[config.mk]
export PLATFORM = sky130hd
export DESIGN_NAME = psvb_ram
export DESIGN_NICKNAME = d
export VERILOG_FILES = /design/src/sv/psvb_ram.sv
export SDC_FILE = /design/constraint.sdc
export NUM_CORES = 1
export LEC_CHECK = 0
export ABC_AREA = 1
export ABC_CLOCK_PERIOD_IN_PS = 3000
export BUFFER_PORTS_ARGS = -buffer_cell sky130_fd_sc_hd__buf_2
export CORE_ASPECT_RATIO = 0.8
export CORE_MARGIN = 4
export CORE_UTILIZATION = 55
export DETAILED_ROUTE_END_ITERATION = 8
export GPL_ROUTABILITY_DRIVEN = 0
export PLACE_DENSITY_LB_ADDON = 0.12
export SETUP_SLACK_MARGIN = 0.02
export SLEW_MARGIN = 40
export SYNTH_ARGS = -nofsm -noshare
export SYNTH_HDL_FRONTEND = slang
export SYNTH_SLANG_ARGS = --single-unit
[constraint.sdc]
create_clock -name aclk -period 3 [get_ports aclk]
set_clock_uncertainty 0.05 [all_clocks]
set_input_delay 0.6 -clock aclk [delete_from_list [all_inputs] [get_ports aclk]]
set_output_delay 0.6 -clock aclk [all_outputs]
set_load 0.03 [all_outputs]
[src/sv/psvb_ram.sv]
// generic simple dual-port ram with registered read
// no dependencies
module psvb_ram #(
    parameter int WIDTH = 8,
    parameter int DEPTH = 32
) (
    input  logic                     aclk,
    input  logic                     we,
    input  logic [$clog2(DEPTH)-1:0] waddr,
    input  logic [WIDTH-1:0]         wdata,
    input  logic [$clog2(DEPTH)-1:0] raddr,
    output logic [WIDTH-1:0]         rdata
);
    logic [WIDTH-1:0] mem [DEPTH];

    always_ff @(posedge aclk) begin
        if (we) begin
            mem[waddr] <= wdata;
        end
        rdata <= mem[raddr];
    end
endmodule

==> reports/results.tsv <==
metric	value	unit
status	complete, no violations	
pre-CTS setup slack	0.605	ns
Avg Vias per Cell	5.63	
fin. max-slew vios	0	
routed length per instance	19.6	µm
Filler cells	1485	
Leakage Power	4.53	nW
GR Overflow Total	0	
worst flop-to-flop path endpoint	rdata[2]$_DFF_P_	
Hold Path Sink	rdata[3]$_DFF_P_	
Post-Synthesis Cell Area	0.0108	mm²
die area	0.0219	mm²
final-report hold violation count	0	
Site Rows	45	
Hold Path Depth	3	
port bufs	27	
Core Region	0.0191	mm²
crit-path max FO	36	
worst setup margin	1.14	ns
clk slew on worst S/H paths	0.06	ns
ANT cells	0	
Mapped Nets	942	
count of flip-flops with a built-in enable after synthesis	256	
DRC errors left	0	
maximum VDD drop	0.000617	V
Clk Latency, worst-skew pair	0.52	ns
crit end category	register	
ys flop type	edfxtp_1	
CP Launch Type	input port	
Critical Path RT	3.35	ns
drt pass-1 iters	5	
# nets final	983	
clk root buf	clkbuf_16	
Starting Density	56.3	%
post-synthesis mux area share	0	%
Fmax	537	MHz
worst-case clock buffer depth	3	
Synth Instances	922	
Tmin final	1.86	ns
via count	6993	
HPWL Detailed	14.6	mm
Die X	165	µm
simple logic cell fraction of the synthesized area	23.1	%
Unique masters post-synth	12	
area grow syn2layout	11.8	%
Synth Area in XOR/XNOR	0	%
Max-slew headroom	46.6	%
final design area excluding fillers	0.0121	mm²
layout cells sized above 1	10.8	%
clk sinks	264	
power density cells	654	mW/mm²
total track usage	22.7	%
total CTS buffers	26	
R2R cell count	8	
Post-CTS Resized	0	
YS warnings	0	
initial drt markers	836	
min-delay src	raddr[4]	
WL final	24.4	mm
Hold Path Class	input port to register	
post-CTS setup buffer count	0	
Worst Tran Pin Value	0.800	ns
R2R Path Start	mem[26][2]$_DFFE_PP_	
Commonest cells post-synth	360 x nand2_1, 256 x edfxtp_1, 204 x nand3_1	
initial antenna violation count	0	
die height	133	µm
asr flop ratio synth	0	%
io pins	28	
syn_area_per_cell	11.7	µm²
vias in the first global route	6912	
Post-Synth Adder-Cell Area	0	%
Synth area leaders	edfxtp_1 71%, nand2_1 13%, nand3_1 9.5%	
Reg2Reg Setup Slack	1.72	ns
RSZ-0062 raised after global routing	no	
# setup viols final	0	
Synth top area share	71.3	%
sequential share of the synthesized area	72.8	%
setup TNS	0	ns
# hold bufs at CTS	0	
CTS tree	built	
Crit path arrival time	2.21	ns
most frequent cell after synthesis	nand2_1	
period utilisation layout	62.0	%
post-synth top area cell	edfxtp_1	
Setup CP Type	input port to register	
power consumption	7.88	mW
largest net degree at the start of global routing	129	
#FFs+latches synth	264	
Compound-Gate Fraction of Synth Area	0	%
antenna-violating nets left	0	
combinational family with the most area after synthesis	simple AND/OR/NAND/NOR gates	
max_cap viols	0	
Area after DPL	0.0112	mm²
global-route wire length before repair	38.4	mm
H-tree levels	1	
## how the worst max path moves through the flow
stage              from  cells past startpoint                  end  slack, ns
2_1_floorplan  waddr[0]                      3  mem[0][0]$_DFFE_PP_       1.32
3_3_place_gp   raddr[0]                     11     rdata[6]$_DFF_P_       0.65
3_5_place_dp   raddr[0]                     11     rdata[6]$_DFF_P_       0.60
4_1_cts        raddr[0]                     11     rdata[6]$_DFF_P_       1.14
5_1_grt        raddr[0]                     11     rdata[6]$_DFF_P_       0.97
6_report       raddr[0]                     11     rdata[7]$_DFF_P_       1.14
## kinds of logic (layout without fill, tap and decap cells)
| group | Yosys count | count (layout) |
|---|---|---|
| buffers and inverters | 62 | 123 |
| AND/OR/NAND/NOR | 596 | 596 |
| flip-flops | 264 | 264 |
## per-layer routing
metal,global-route usage [%],vias to the layer above,part of all wire (%)
li1,-,3283,-
met1,33.0,3413,43
met2,36.5,244,47
met3,3.40,53,7.1
met4,5.50,0,2.4
met5,0,-,0
## registers in the layout (all words and copies together) (netlist names)
| name | flops |
|---|---|
| mem | 256 |
| rdata | 8 |
## worst max-delay path, cell delays in order
cell and delay, ns:
buf_4 0.11, clkinv_2 0.41, buf_12 0.36, nand2_1 0.07
nand3_1 0.07, nand3_1 0.14, nand2_1 0.09, nand2_1 0.07
nand2_1 0.06, nand2_1 0.13, nand2_1 0.07
## where the power goes
part           switching (mW)  internal, mW  leakage (nW)  total, mW
clock network            1.28          1.99         0.436       3.27
logic                   0.370         0.130          1.72      0.500
registers              0.0142          4.10          2.37       4.11
## final cells by class
type                            instances  area (µm²)  share of cell area [%]
Sequential cell                       264        7850                    65.1
Clock inverter                         13         134                    1.11
Timing Repair Buffer                   65         473                    3.92
Tap cell                              258         323                    2.68
Inverter                               10        38.8                   0.322
Multi-Input combinational cell        596        2490                    20.7
Clock buffer                           35         746                    6.19
## per-stage QoR
step	std cells	util (%)	hold slack, ns
4_1_cts	1241	63.0	0.341
2_1_floorplan	922	-	0.638
3_3_place_gp	1193	58.4	0.692
3_5_place_dp	1193	58.4	0.700
6_report	1241	63.0	0.359
5_1_grt	1241	63.0	0.397
## layout by cell type (no fill, tap or decap), drive strengths merged
cell / Yosys / layout
edfxtp: 256 / 256
dfxtp: 8 / 8
buf: 45 / 65
inv: 10 / 9
nand2: 360 / 360
clkbuf: 7 / 35
nand3: 204 / 204
nor2: 32 / 32
bufinv: 0 / 3
clkinv: 0 / 11
(Power assumes the default switching activity.)
