--- config.mk ---
export PLATFORM = sky130hd
export DESIGN_NAME = psvb_mul
export DESIGN_NICKNAME = d
export VERILOG_FILES = /design/src/sv/psvb_mul.sv
export SDC_FILE = /design/constraint.sdc
export NUM_CORES = 2
export LEC_CHECK = 0
export BUFFER_PORTS_ARGS = -buffer_cell sky130_fd_sc_hd__buf_4
export CAP_MARGIN = 10
export CELL_PAD_IN_SITES_DETAIL_PLACEMENT = 0
export CELL_PAD_IN_SITES_GLOBAL_PLACEMENT = 1
export CORE_MARGIN = 3
export CORE_UTILIZATION = 52
export DETAILED_ROUTE_END_ITERATION = 6
export GPL_TIMING_DRIVEN = 0
export PLACE_DENSITY_LB_ADDON = 0.15
export SLEW_MARGIN = 0
export SYNTH_ARGS = -nofsm -noshare
export SYNTH_HDL_FRONTEND = slang
export SYNTH_SLANG_ARGS = --single-unit
--- constraint.sdc ---
create_clock -name aclk -period 10.2 [get_ports aclk]
set_clock_uncertainty 0.05 [all_clocks]
set_input_delay 1.53 -clock aclk [delete_from_list [all_inputs] [get_ports aclk]]
set_output_delay 1.53 -clock aclk [all_outputs]
set_load 0.01 [all_outputs]
--- src/sv/psvb_mul.sv ---
// shared signed 34x34 multiplier with registered product
// no dependencies
module psvb_mul (
    input  logic               aclk,
    input  logic signed [33:0] a,
    input  logic signed [33:0] b,
    output logic signed [67:0] p
);
    always_ff @(posedge aclk) begin
        p <= a * b;
    end
endmodule

==> impl_summary.txt <==
----------------------------------------------------
[Synthesis]
  Synthesized-area fraction occupied by adder cells ... 63.7%
  Synthesized area divided by synthesized cell count ... about 9.4 um^2
  Most used flip-flop cell after synthesis ... sky130_fd_sc_hd__dfxtp_1
  Post-synth net total ... between 6000 and 7000
  Register area share after synthesis ... under 10%
  Post-synthesis compound-gate area fraction ... under 10%
  Area fraction in and, or, nand and nor cells after synthesis ... 15.4%
  Number of flops mapped to enable cells by yosys ... 0
  Synth warn ... 0
  Fraction of synthesized area in multiplexers ... 0%
  Gate count after technology mapping ... between 4000 and 5000
  Largest family of logic cells by synthesized area ... adder cells
  Xor/xnor share of the synthesized area ... between 1.5 and 2%
  Total standard cell area after synthesis ... roughly 43000 um^2
  Flip-flop and latch count after synthesis ... approximately 70
  Share of async-settable or async-resettable flops after synthesis ... 0%
  Number of distinct library cells after synthesis ... 69

[Clocking]
  Clock tree buffer depth ... 2
  Number of clock sinks seen by CTS ... 68
  Clock-pin slew reported for the worst setup and hold paths after clock tree synthesis ... around 0.07 ns
  CTS Buf Count ... 9
  TritonCTS clock tree ... built
  H-tree depth ... 3
  Number of buffers inserted for hold repair after clock tree synthesis ... 0
  Clock Tree Root ... sky130_fd_sc_hd__clkbuf_16

[Finish]
  Commonest cells after routing, fill and taps aside ... 1238 x sky130_fd_sc_hd__fa_1, 1231 x sky130_fd_sc_hd__inv_1, 621 x sky130_fd_sc_hd__and2_1
  Number of standard cells in the final layout excluding fillers ... between 5000 and 6000
  Biggest register ... p
  Biggest registers after layout ... p: 68 flops
  Flip-flop count of the largest register after layout ... between 60 and 70
  Most frequent standard cell in the layout excluding fill and tap cells ... sky130_fd_sc_hd__fa_1
  Area overhead of the layout relative to synthesis ... 6.67%
  Share of layout cells above drive strength 1 ... under 10%
  Non-Filler Cell Area, Final ... 45900 um^2
  Layout Nets ... ~6200

[Setup path]
  Largest driver fanout on the critical path ... 10
  Data required time of the critical path ... ~10 ns
  Kind of end point of the critical path ... flop
  Start-to-end type of the worst setup path ... in2reg
  Nature of the critical path startpoint ... input pin
  Critical Path End ... p[64]$_DFF_P_
  Arrival time worst endpoint ... 10.34 ns
  Launch point of the worst path ... a[17]

[STA]
  Fraction of the cycle the final worst path needs ... 98.9%
  Final count of hold timing violations ... 0
  Worst slew pin tran ... 1.35 ns
  Final Critical Period ... 10.08 ns
  Fmax ... just under 100 MHz
  Relative slew margins ... 10.1%
  Number of max-slew violations in the final report ... 0
  Final setup violation count ... 0
  Setup Total Neg Slack ... 0 ns
  Unrepaired setup endpoints after global routing ... false

[Die]
  Y dimension of the die ... roughly 290 um
  Die width ... 294 um
  Starting Density ... 53.0%
  Die area ... around 86000 um^2
  Core Box Area ... about 81000 um^2
  Count of boundary I/O pins ... around 140
  FP Rows ... roughly 100

[Global route]
  All-layer global routing usage ... about two fifths
  Number of global-route vias before repair ... between 30000 and 40000
  Antenna violations before repair ... 20
  First-pass GRT wire length ... 238000 um
  Global route overflow ... 0
  Largest net degree at the start of global routing ... 18

[Place]
  Estimated wirelength of the detail-placed design ... between 100000 and 150000 um
  Buffers on Ports ... 130
  Routability congestion estimate from global placement ... 1.05
  Cell total after placement ... 5747
  DP Area ... roughly 45000 um^2

[Route]
  DRC marker count from the first detailed-route iteration ... around 2500
  Detail-routed via count per cell ... around 5.5
  DR vias ... about 32000
  Post-DRT Antenna Nets ... 0
  WL per Instance ... ~28 um
  Total iterations of the first detailed-routing run ... 7
  Drc violations ... 0
  Sum of routed wire length over all layers ... between 150000 and 200000 um

[Run]
  Number of max-cap violations ... 0

[Worst hold path]
  Worst Hold Class ... in2reg

[Run status]
  Run status ... finished, final reports clean

----------------------------------------------------
-- cell type report --
type | instances | area (um^2)
Multi-Input combinational cell | 3026 | 36200
Timing Repair Buffer | 144 | 1150
Sequential cell | 68 | 1360
Clock buffer | 11 | 243
Inverter | 1232 | 4620
Antenna cell | 9 | 22.5
Tap cell | 1060 | 1330
Fill cell | 7725 | 35300
Clock inverter | 5 | 36.3
Buffer | 224 | 952
-- worst min path at each step --
stage / startpoint / to / slack, ns / cells past startpoint
floorplan: a[0] / p[0]$_DFF_P_ / 1.61 / 1
global placement: a[0] / p[0]$_DFF_P_ / 1.80 / 2
detailed placement: a[0] / p[0]$_DFF_P_ / 1.80 / 2
CTS: a[0] / p[0]$_DFF_P_ / 1.37 / 2
global route: a[0] / p[0]$_DFF_P_ / 1.39 / 2
finish: a[0] / p[0]$_DFF_P_ / 1.40 / 2
-- stage by stage --
| step | hold slack, ns | util (%) | setup WS [ns] |
|---|---|---|---|
| 3_5_place_dp | 1.80 | 55.9 | -1.32 |
| 3_3_place_gp | 1.80 | 55.8 | -1.25 |
| 5_1_grt | 1.39 | 56.5 | 0.0108 |
| 4_1_cts | 1.37 | 56.3 | 0.0277 |
| 6_report | 1.40 | 56.5 | 0.116 |
| 2_1_floorplan | 1.61 | - | 1.13 |
-- critical path: stages --
cell and delay [ns]:
sky130_fd_sc_hd__buf_4 0.22, sky130_fd_sc_hd__clkbuf_1 0.85, sky130_fd_sc_hd__nand2_1 0.18, sky130_fd_sc_hd__fa_1 0.54
sky130_fd_sc_hd__fa_1 0.60, sky130_fd_sc_hd__fa_1 0.57, sky130_fd_sc_hd__inv_1 0.05, sky130_fd_sc_hd__fa_1 0.48
sky130_fd_sc_hd__fa_1 0.60, sky130_fd_sc_hd__fa_1 0.45, sky130_fd_sc_hd__fa_1 0.49, sky130_fd_sc_hd__inv_1 0.05
sky130_fd_sc_hd__fa_1 0.82, sky130_fd_sc_hd__inv_1 0.10, sky130_fd_sc_hd__ha_1 0.46, sky130_fd_sc_hd__nand2_1 0.16
sky130_fd_sc_hd__or3_2 0.54, sky130_fd_sc_hd__a211o_2 0.41, sky130_fd_sc_hd__nand4b_1 0.30, sky130_fd_sc_hd__a21bo_2 0.32
sky130_fd_sc_hd__a21o_1 0.30, sky130_fd_sc_hd__a311oi_2 0.15, sky130_fd_sc_hd__xnor2_1 0.14
-- synth_stat cells, types with 7 or more instances --
master	instances	area share (%)
sky130_fd_sc_hd__nand4_1	11	0.16
sky130_fd_sc_hd__a21oi_1	61	0.71
sky130_fd_sc_hd__xor2_1	23	0.47
sky130_fd_sc_hd__a31oi_1	7	0.10
sky130_fd_sc_hd__nor2_1	54	0.47
sky130_fd_sc_hd__nand2b_1	20	0.29
sky130_fd_sc_hd__nand2_1	542	4.7
sky130_fd_sc_hd__nor2b_1	9	0.13
sky130_fd_sc_hd__inv_1	1231	11
sky130_fd_sc_hd__nand3_1	11	0.13
sky130_fd_sc_hd__and2_1	621	9.0
sky130_fd_sc_hd__ha_1	204	5.9
sky130_fd_sc_hd__xnor2_1	56	1.1
sky130_fd_sc_hd__o21bai_1	12	0.21
sky130_fd_sc_hd__dfxtp_1	68	3.2
sky130_fd_sc_hd__a21o_1	37	0.65
sky130_fd_sc_hd__fa_1	1241	58
sky130_fd_sc_hd__clkbuf_1	214	1.9
sky130_fd_sc_hd__o21ai_0	31	0.36
sky130_fd_sc_hd__o21ai_1	7	0.081
-- layer usage --
layer	track usage [%]	up-vias	share of wire, %
li1	-	13100	-
met1	50.5	16700	38
met2	61.4	1585	46
met3	9.22	461	9.3
met4	22.8	10	7.2
met5	0	-	0.047
-- cells by family after synthesis --
group,Yosys count
buffers and inverters,1460
DFF,68
and+or+nand+nor,1296
adders and majority gates,1445
AOI/OAI and AO/OA,206
xor gates and xnor gates,79
-- timing repair --
action / 4_1_cts / 5_1_grt
endpoints found under the setup margin: 13 / 18
gates resized for setup: 14 / 69
endpoints found under the hold margin: 0 / 0
pin swaps: 0 / 4
buffers inserted: 0 / 9
Power is not shown: default switching activity piles up to over one toggle a cycle in this logic, so the estimate is an artifact.
