$ cat src/sv/psvb_div.sv
// restoring unsigned divider, one quotient bit per cycle
// no dependencies
module psvb_div #(
    parameter int NUM_W = 33,
    parameter int DEN_W = 6
) (
    input  logic             aclk,
    input  logic             aresetn,
    input  logic             start,
    input  logic [NUM_W-1:0] num,
    input  logic [DEN_W-1:0] den,
    output logic             done,
    output logic [NUM_W-1:0] quo,
    output logic [DEN_W-1:0] rem
);
    localparam int CNT_W = $clog2(NUM_W + 1);

    logic [NUM_W-1:0] quo_reg;
    logic [DEN_W-1:0] rem_reg;
    logic [DEN_W-1:0] den_reg;
    logic [CNT_W-1:0] cnt_reg;
    logic             busy_reg;
    logic             done_reg;
    logic [DEN_W:0]   trial;
    logic             fits;

    assign trial = {rem_reg, quo_reg[NUM_W-1]};
    assign fits  = trial >= {1'b0, den_reg};

    always_ff @(posedge aclk) begin
        if (!aresetn) begin
            busy_reg <= 1'b0;
            done_reg <= 1'b0;
            cnt_reg  <= '0;
        end else begin
            done_reg <= 1'b0;
            if (start) begin
                busy_reg <= 1'b1;
                cnt_reg  <= CNT_W'(NUM_W);
                quo_reg  <= num;
                rem_reg  <= '0;
                den_reg  <= den;
            end else if (busy_reg) begin
                rem_reg <= fits ? DEN_W'(trial - {1'b0, den_reg}) : trial[DEN_W-1:0];
                quo_reg <= {quo_reg[NUM_W-2:0], fits};
                cnt_reg <= cnt_reg - 1'b1;
                if (cnt_reg == CNT_W'(1)) begin
                    busy_reg <= 1'b0;
                    done_reg <= 1'b1;
                end
            end
        end
    end

    assign done = done_reg;
    assign quo  = quo_reg;
    assign rem  = rem_reg;
endmodule

$ cat config.mk
export PLATFORM = sky130hd
export DESIGN_NAME = psvb_div
export DESIGN_NICKNAME = d
export VERILOG_FILES = /design/src/sv/psvb_div.sv
export SDC_FILE = /design/constraint.sdc
export NUM_CORES = 1
export LEC_CHECK = 0
export ABC_AREA = 1
export ABC_CLOCK_PERIOD_IN_PS = 3300
export BUFFER_PORTS_ARGS = -buffer_cell sky130_fd_sc_hd__buf_2
export CAP_MARGIN = 20
export CORE_MARGIN = 2
export CORE_UTILIZATION = 57
export CTS_BUF_LIST = sky130_fd_sc_hd__clkbuf_4
export DETAILED_ROUTE_END_ITERATION = 8
export PLACE_DENSITY = 0.95
export REMOVE_ABC_BUFFERS = 1
export SETUP_SLACK_MARGIN = 0.3
export SLEW_MARGIN = 20
export SYNTH_ARGS = -nofsm -noshare
export SYNTH_HDL_FRONTEND = slang
export SYNTH_SLANG_ARGS = --single-unit
$ cat constraint.sdc
create_clock -name aclk -period 3.3 [get_ports aclk]
set_clock_uncertainty 0.05 [all_clocks]
set_input_delay 0.66 -clock aclk [delete_from_list [all_inputs] [get_ports aclk]]
set_output_delay 0.66 -clock aclk [all_outputs]
set_load 0.03 [all_outputs]
==> summary.txt <==
Hold path
  – Worst hold-check path type: input pin to register

Clock network
  – Clock Sinks: 53
  – CTS buffer count: 5
  – Clk_lat worst skew: 0.35 ns
  – Clk buf depth: 2
  – CTS tree: yes
  – Reg clk slew, reported paths: 0.14 ns
  – CTS hold repair buffers: 0
  – Root buffer cell: clkbuf_4
  – Post-CTS Setup Inserts: 0
  – Post_cts resized: 0
  – CTS H-Tree Depth: 2

Synthesis
  – Yosys cell types: 30
  – Post-synthesis cell area: 0.00261 sq mm
  – Synthesis warning total: 0
  – Seq cells post-synth: 53
  – Post-Syn Instances: 286
  – Avg Inst Size Synth: 9.13 sq um
  – Sequential area share after synthesis: 0.579

Critical path
  – CP max-delay cell: fa_1
  – Worst Reg-to-Reg Cells: 10
  – Setup crit start: quo[32]$_DFFE_PP_
  – CP endpoint kind: register
  – Worst setup endpoint: rem[4]$_SDFFCE_PP0P_
  – Startpoint Class: register
  – Delay-heaviest family, CP: adder cells
  – Reg2Reg Launch Point: quo[32]$_DFFE_PP_
  – CP Data Required Time: 3.37 ns
  – Critical path class: register to register
  – Worst path depth: 10
  – Buf/Inv on CP: 1
  – CP Cell Sequence: inv_1 -> ha_1 -> fa_1 -> nand3b_1 -> nand3_1 -> nand2_1 -> nand2_1 -> nand2_1 -> nand2_1 -> nor2_1
  – Crit Path Max Fanout: 3
  – R2r endpoint: rem[4]$_SDFFCE_PP0P_
  – Worst reg-to-reg setup slack: 1.42 ns
  – CP arrival: 1.95 ns
  – Max incr delay on CP: 0.39 ns
  – Crit-path most repeated cell: nand2_1

Timing
  – RSZ-0062 raised after global routing: false
  – Worst slew margin: 0.732
  – Hold Vio Cnt, Final: 0
  – FMAX: 531 MHz
  – Final min period: 1.88 ns
  – Max Slew Vio Count: 0
  – Worst-Margin Slew: 0.401 ns
  – Fin crit share: 0.571
  – Finish-stage setup viols: 0
  – Setup tns final: 0 ns

Detailed routing
  – Initial DRC Count: 80
  – Vias: 2,118
  – Vias per cell: 5.02
  – Routed Antenna Nets: 0
  – DRC viols: 0
  – DR pass1 iterations: 4
  – WL final: 5.33 mm
  – WL/cell: 12.6 um

Finish
  – Layout Nets: 421
  – Final instance area: 0.00311 sq mm
  – Reg area: 0.00151 sq mm
  – Number of flip-flops in the largest register: 33
  – Diodes inserted: 0
  – Synth-to-Final Area Change: 19.3%
  – Fillcell total: 335
  – Layout cell share with drive strength beyond 1: 0.281
  – Multi-input combinational cell area: 951 sq um

Outcome
  – Status: completed

Floorplan
  – Chip width: 71.7 um
  – Die Y: 71.7 um
  – I/O pins: 82
  – Die area: 0.00514 sq mm
  – Initial Utilization: 0.596
  – Core area: 0.00438 sq mm
  – FP Rows: 24

Placement
  – HPWL reported at the end of detailed placement: 4.12 mm
  – Port Buffer Count: 81
  – Cell Area, Placed: 0.00306 sq mm
  – Placer Congestion: 0.886

Power
  – Int Pwr: 0.00102 W
  – Worst VDD drop: 308 uV
  – Clock network fraction of total power: 0.168
  – Comb power frac: 0.278
  – Power Dens Cells: 491 mW/mm^2
  – P_sw: 0.000505 W
  – Sequential power share: 0.554
  – Switching share of power: 0.330
  – Static Leak: 1.57 nW

Global route
  – GR Overflow Total: 0
  – Largest net degree at the start of global routing: 41
  – Vias in the first global route: 2,006
  – Initial antenna violation count: 0
  – Global Route Usage Sum: 0.216
  – First-pass GRT wire length: 8.63 mm

Run
  – Count of maximum capacitance violations: 0
-- power by group through the flow --
stage	clock (W)	sequential [W]	combinational (W)
2_1_floorplan	0	0.000950	0.000207
3_3_place_gp	0	0.000858	0.000411
3_5_place_dp	0	0.000860	0.000427
4_1_cts	0.000265	0.000846	0.000428
5_1_grt	0.000291	0.000854	0.000468
6_report	0.000257	0.000846	0.000425
-- synthesized netlist by cell type --
cell type | n | area (sq um)
nand3b_1 | 3 | 22.5
inv_1 | 26 | 97.6
nand2_2 | 4 | 25.0
xor2_1 | 2 | 17.5
a211oi_1 | 1 | 7.51
nor2_2 | 2 | 12.5
o21a_1 | 1 | 7.51
a21oi_2 | 1 | 8.76
buf_6 | 1 | 11.3
nor2_1 | 20 | 75.1
nor2_4 | 1 | 11.3
nand4_1 | 2 | 12.5
a31oi_1 | 1 | 6.26
nand3_4 | 2 | 35.0
nor4_1 | 1 | 6.26
buf_2 | 2 | 10.0
inv_2 | 3 | 11.3
nand2_1 | 130 | 488
xnor2_1 | 1 | 8.76
buf_1 | 2 | 7.51
edfxtp_1 | 45 | 1350
ha_1 | 9 | 113
nor3_1 | 2 | 10.0
a21oi_1 | 4 | 20.0
or2_4 | 1 | 8.76
clkbuf_1 | 3 | 11.3
fa_1 | 1 | 20.0
dfxtp_1 | 8 | 160
o21ai_0 | 1 | 5.00
nand3_1 | 6 | 30.0
-- worst min path at each step --
| stage | from | end | slack, ns | cells after the start |
|---|---|---|---|---|
| global placement | cnt_reg[5]$_SDFFE_PN0N_ | cnt_reg[5]$_SDFFE_PN0N_ | 0.41 | 2 |
| floorplan | cnt_reg[5]$_SDFFE_PN0N_ | cnt_reg[5]$_SDFFE_PN0N_ | 0.40 | 2 |
| detailed placement | cnt_reg[5]$_SDFFE_PN0N_ | cnt_reg[5]$_SDFFE_PN0N_ | 0.41 | 2 |
| CTS | den[0] | den_reg[0]$_DFFE_PP_ | 0.41 | 1 |
| global route | den[4] | den_reg[4]$_DFFE_PP_ | 0.40 | 1 |
| finish | den[0] | den_reg[0]$_DFFE_PP_ | 0.42 | 1 |
-- area by class of cell --
cell class                      count  area share
Sequential cell                    53       0.485
Multi-Input combinational cell    196       0.305
Timing Repair Buffer               84       0.137
Inverter                           29      0.0350
Tap cell                           52      0.0209
Clock buffer                        5      0.0121
Clock inverter                      3     0.00402
-- layout by cell type (no fill, tap or decap), types with 5 or more instances in the layout --
cell	Yosys	final
nand2_1	130	130
buf_2	2	81
edfxtp_1	45	45
inv_1	26	26
nor2_1	20	20
ha_1	9	9
dfxtp_1	8	8
nand3_1	6	6
clkbuf_4	0	5
-- routing by layer --
layer	track usage	up-vias	share of wire
li1	-	1075	-
met1	0.251	954	0.40
met2	0.384	74	0.52
met3	0.0338	15	0.049
met4	0.111	0	0.032
met5	0	-	0
-- stage by stage --
step                 util  hold WS (ns)  total power (W)  setup WS (ns)  cells
floorplan               -         0.400          0.00116           1.27    278
global placement    0.699         0.411          0.00127           1.33    414
detailed placement  0.699         0.414          0.00129           1.29    414
CTS                 0.710         0.411          0.00154           1.42    422
global route        0.710         0.402          0.00161           1.32    422
finish              0.710         0.420          0.00153           1.42    422
-- kinds of logic (layout without fill, tap and decap cells) --
logic type      count (synthesis)  count (layout)  share of synthesized area
compound gates                  9               9                     0.0211
simple gates                  174             174                      0.282
buf+inv                        37             121                     0.0570
fa+ha+maj                      10              10                     0.0508
flops                          53              53                      0.579
xor+xnor                        3               3                     0.0101
Power figures use the tool's default switching activity.
